$ cat src/sv/lca_ram.sv
// generic single-port-write, single-port-read ram with registered read
module lca_ram #(
    parameter int Width = 8,
    parameter int Depth = 16
) (
    input  logic                     i_clk,
    input  logic                     i_we,
    input  logic [$clog2(Depth)-1:0] i_waddr,
    input  logic [Width-1:0]         i_wdata,
    input  logic [$clog2(Depth)-1:0] i_raddr,
    output logic [Width-1:0]         o_rdata
);
    logic [Width-1:0] r_mem [Depth];
    always_ff @(posedge i_clk) begin
        if (i_we) begin
            r_mem[i_waddr] <= i_wdata;
        end
        o_rdata <= r_mem[i_raddr];
    end
endmodule

$ cat config.mk
export PLATFORM = sky130hd
export DESIGN_NAME = lca_ram
export DESIGN_NICKNAME = d
export VERILOG_FILES = /design/src/sv/lca_ram.sv
export SDC_FILE = /design/constraint.sdc
export NUM_CORES = 1
export LEC_CHECK = 0
export BUFFER_PORTS_ARGS = -buffer_cell sky130_fd_sc_hd__buf_2
export CORE_MARGIN = 5
export CORE_UTILIZATION = 40
export CTS_CLUSTER_SIZE = 20
export DETAILED_ROUTE_END_ITERATION = 7
export PLACE_DENSITY = 0.64
export REMOVE_ABC_BUFFERS = 1
export SKIP_LAST_GASP = 1
export SYNTH_ARGS = -nofsm -noshare
export SYNTH_HDL_FRONTEND = slang
export SYNTH_SLANG_ARGS = --single-unit
$ cat constraint.sdc
create_clock -name i_clk -period 2.3 [get_ports i_clk]
set_clock_uncertainty 0.05 [all_clocks]
set_input_delay 0.46 -clock i_clk [delete_from_list [all_inputs] [get_ports i_clk]]
set_output_delay 0.46 -clock i_clk [all_outputs]
set_load 0.02 [all_outputs]
# Word-level counts from Yosys, hierarchy flattened
# Memory sizes are Yosys's and may differ from the RTL's. A register that Yosys moved wholly into a read port is not among the register bits.
# Cells that the tools add are included.
# totals
in_bits,18
register_bits,0
n_memories,1
elab_cells,3
ram_bits,128
output_inout_bits,8
# op_classes
n_mux,2
# mem_list
name,words,width,read_ports,rd_ports_with_merged_regs,wr,line,source
r_mem,16,8,1,1,1,13,logic [Width-1:0] r_mem [Depth];
# op_table
cell,n
$mux W1,2

# Depth between registers and ports, before layout
# depth
depth_word,2
ltp_mapped,5
mapped_depth_nobuf,3

# Least setup slack after synthesis
# No wires, ideal clock.
# synth_timing
kind,input to register
from,input port i_waddr[2]
to,"memory r_mem[0][0], enable pin"
slack_ps,297
setup_time_ps,383
path_stages,2
n_path_buf,0
arrival_time_ps,1570
required_ps,1867
cell_sequence,or3b_2 nor3_1
# synth_lines
element,line,source
"start, declared",8,"input logic [$clog2(Depth)-1:0] i_waddr,"
"end, declared",13,
# No word-level cell before the write port.

==> flow_summary.rst <==
.. list-table::
   :header-rows: 1

   * - Metric
     - Value
   * - Outcome
     - completed
   * - Leading register cell type out of synthesis
     - edfxtp_1
   * - Largest net degree at the start of global routing
     - 33
   * - Total number of yosys warnings
     - 0
   * - Sequential share of the synthesized area
     - 0.7778
   * - Class of the most critical setup path
     - in -> reg
   * - Layout cells sized above 1
     - 0.3199
   * - Routed Antenna Nets
     - 0
   * - Flops & latches, synth
     - 136
   * - Clock transition at the register clock pins on the worst setup and hold paths after CTS
     - 0.06 ns
   * - Minimum period implied by the final worst setup slack
     - 1.591 ns
   * - Number of remaining DRC errors
     - 0
   * - Die height
     - ~120 um
   * - Slew Limit Headroom
     - 0.7206
   * - Number of nets in the layout
     - 302
   * - Kind of path behind the tightest hold check
     - in -> reg
   * - Total gr overflow
     - 0
   * - Average cell area after synthesis
     - 22.48 um^2
   * - Hold violation count in the final report
     - 0
   * - Post-CTS Setup Bufs
     - 0
   * - Unrepaired setup endpoints after global routing
     - false
   * - Clk_lat worst skew
     - 0.42 ns
   * - Top-level I/O count
     - 26
   * - TNS Setup
     - 0 ns
   * - Post-detailed-placement half-perimeter wirelength
     - 6.207 mm
   * - Distinct cell type count of the synthesized netlist
     - 19
   * - Inserted Clock Buffers
     - 17
   * - Buffers from clock root to sink, at most
     - 2
   * - Critical path launch point type
     - input pin
   * - Worst IR drop on VDD
     - 0.0004906 V
   * - Total power consumption of the routed design
     - 5653 uW
   * - Type of destination of the critical path
     - register
   * - Data required time of the worst path
     - between 2 and 3 ns
   * - Floorplan die area
     - 0.01524 mm^2
   * - Number of DRC violations after detailed-routing iteration 0
     - 171
   * - Power Dens Cells
     - 919.6 mW/mm^2
   * - Weighted congestion reported at the end of routability-driven placement
     - 0.7210
   * - I/O Buffers
     - 25
   * - Clock Sink Count
     - ~140
   * - Placeable core region
     - 0.01262 mm^2
   * - Number of diodes added for antenna fixing
     - 0
   * - Hold Buf Count CTS
     - 0
   * - Wire length of the first global-routing pass
     - 15.17 mm
   * - Die width
     - about 120 um
   * - Post-synthesis instance area
     - 0.005147 mm^2
   * - Routed via count divided by cell count
     - 5.175
   * - Relative area change from synthesis to final layout
     - 19.42%
   * - Actual transition at the worst max-transition pin
     - 0.4191 ns
   * - Effective utilization at floorplan
     - 0.4079
   * - Placement Rows
     - roughly 40
   * - Crit share post-route
     - 0.6918
   * - Number of synthesized flops with an enable pin
     - 128
   * - Share of flip-flops with an asynchronous set or reset
     - 0
   * - Library cell used as clock root buffer
     - clkbuf_16
   * - Number of search-and-repair iterations in the first detailed-routing pass
     - 4
   * - Number of setup violations in the final report
     - 0
   * - Number of instances in the synthesized netlist
     - 229
   * - Vias
     - approximately 2.4k
   * - CTS tree
     - done
   * - Number of max-cap violations
     - 0
   * - Routed length per placed instance
     - about 21 um
   * - Final wirelength
     - between 9 and 10 mm
   * - Level count of the clock H-tree
     - 4
   * - Highest clock rate
     - 0.6284 GHz
   * - Max-slew violation count
     - 0
   * - Share of Yosys cell area claimed by the top area cell type
     - 0.7467
   * - Endpoint arrival time on the critical path
     - 1.84 ns
   * - Initial antenna violation count
     - 0
   * - Aggregate global-route resource usage
     - 0.1439
   * - Cell type contributing the most total cell area after synthesis
     - edfxtp_1
   * - Leakage power summed over all cells
     - around 0.0021 uW
   * - Most numerous cell in the Yosys netlist
     - edfxtp_1
   * - Via count of the first global-routing pass
     - roughly 2.6k
   * - CP max FO
     - 32
   * - Number of instances resized during post-cts repair
     - 0
   * - Top post-synthesis cells by area
     - edfxtp_1 (75%), mux4_2 (7.9%), mux4_1 (7.1%)
   * - Leading post-synthesis cells by instance count
     - edfxtp_1 (128), mux4_2 (18), a22oi_1 (16)
## layout by cell type (no fill, tap or decap)
| cell | synthesis | routed |
|---|---|---|
| bufinv_16 | 0 | 2 |
| clkinvlp_4 | 0 | 2 |
| mux4_2 | 18 | 18 |
| and2b_1 | 1 | 1 |
| nor2b_1 | 1 | 1 |
| dfxtp_1 | 8 | 8 |
| clkinv_1 | 0 | 2 |
| clkinv_2 | 0 | 3 |
| nand2_1 | 9 | 9 |
| buf_12 | 0 | 1 |
| buf_2 | 3 | 25 |
| nor2_1 | 13 | 13 |
| edfxtp_1 | 128 | 128 |
| nor3_1 | 4 | 4 |
| mux4_1 | 14 | 14 |
| inv_6 | 0 | 3 |
| buf_4 | 1 | 20 |
| or3b_2 | 1 | 1 |
| nand3_1 | 1 | 1 |
| clkbuf_16 | 0 | 17 |
| clkinv_4 | 0 | 3 |
| a22oi_1 | 16 | 16 |
| and2_1 | 1 | 1 |
| nand3b_1 | 2 | 2 |
| nand2b_1 | 2 | 2 |
## power by group
| group | internal (uW) | switching [uW] |
|---|---|---|
| combinational | 111 | 160 |
| sequential | 2770 | 16.0 |
| clock | 1590 | 1000 |
| total | 4480 | 1180 |
## cell families (layout without fill, tap and decap cells)
logic type,Yosys count,after routing,synth area share
buf+inv,10,78,0.01677
simple gates,35,35,0.03184
flops,136,136,0.7778
mux,32,32,0.1502
compound gates,16,16,0.02334
## layer usage
metal / routed length (um) / vias to the layer above / GRT usage
met5: 0 / - / 0
met3: 636 / 7 / 0.04026
met2: 5059 / 85 / 0.2341
met1: 4099 / 1250 / 0.1831
li1: - / 1085 / -
met4: 80 / 0 / 0.05813
## final cells by class
type,instances,area (um^2)
Fill cell,1059,6472
Tap cell,172,215.2
Multi-Input combinational cell,83,1057
Clock inverter,15,150.1
Timing Repair Buffer,46,295.3
Clock buffer,17,425.4
Sequential cell,136,4004
## stage by stage
stage | instance area (um^2) | worst slack (ns) | util | hold slack (ns) | cells
CTS | 6147 | 0.7070 | 0.4871 | 0.3763 | 469
global placement | 5572 | 0.2823 | 0.4415 | 0.6070 | 437
finish | 6147 | 0.7088 | 0.4871 | 0.3875 | 469
floorplan | 5061 | 0.2971 | - | 0.5089 | 219
detailed placement | 5572 | 0.2797 | 0.4415 | 0.6230 | 437
global route | 6147 | 0.6024 | 0.4871 | 0.3851 | 469
## worst max-delay path: stages
cell     delay, ns
buf_2         0.10
buf_12        0.25
mux4_1        0.59
a22oi_1       0.31
nand2_1       0.11
## state kept, by name (all words and copies together) (netlist names)
name	flops
o_rdata	8
r_mem	128
## worst paths after layout
kind / slack [ns] / endpoint / cells after the start / start
hold / removal: 0.39 / r_mem[15][3]$_DFFE_PP_ / 1 / i_wdata[3]
setup reg to reg: 0.86 / o_rdata[5]$_DFF_P_ / 3 / r_mem[2][5]$_DFFE_PP_
hold reg to reg: 0.63 / o_rdata[6]$_DFF_P_ / 3 / r_mem[7][6]$_DFFE_PP_
setup / recovery: 0.71 / o_rdata[5]$_DFF_P_ / 5 / i_raddr[0]
Power figures use the tool's default switching activity.
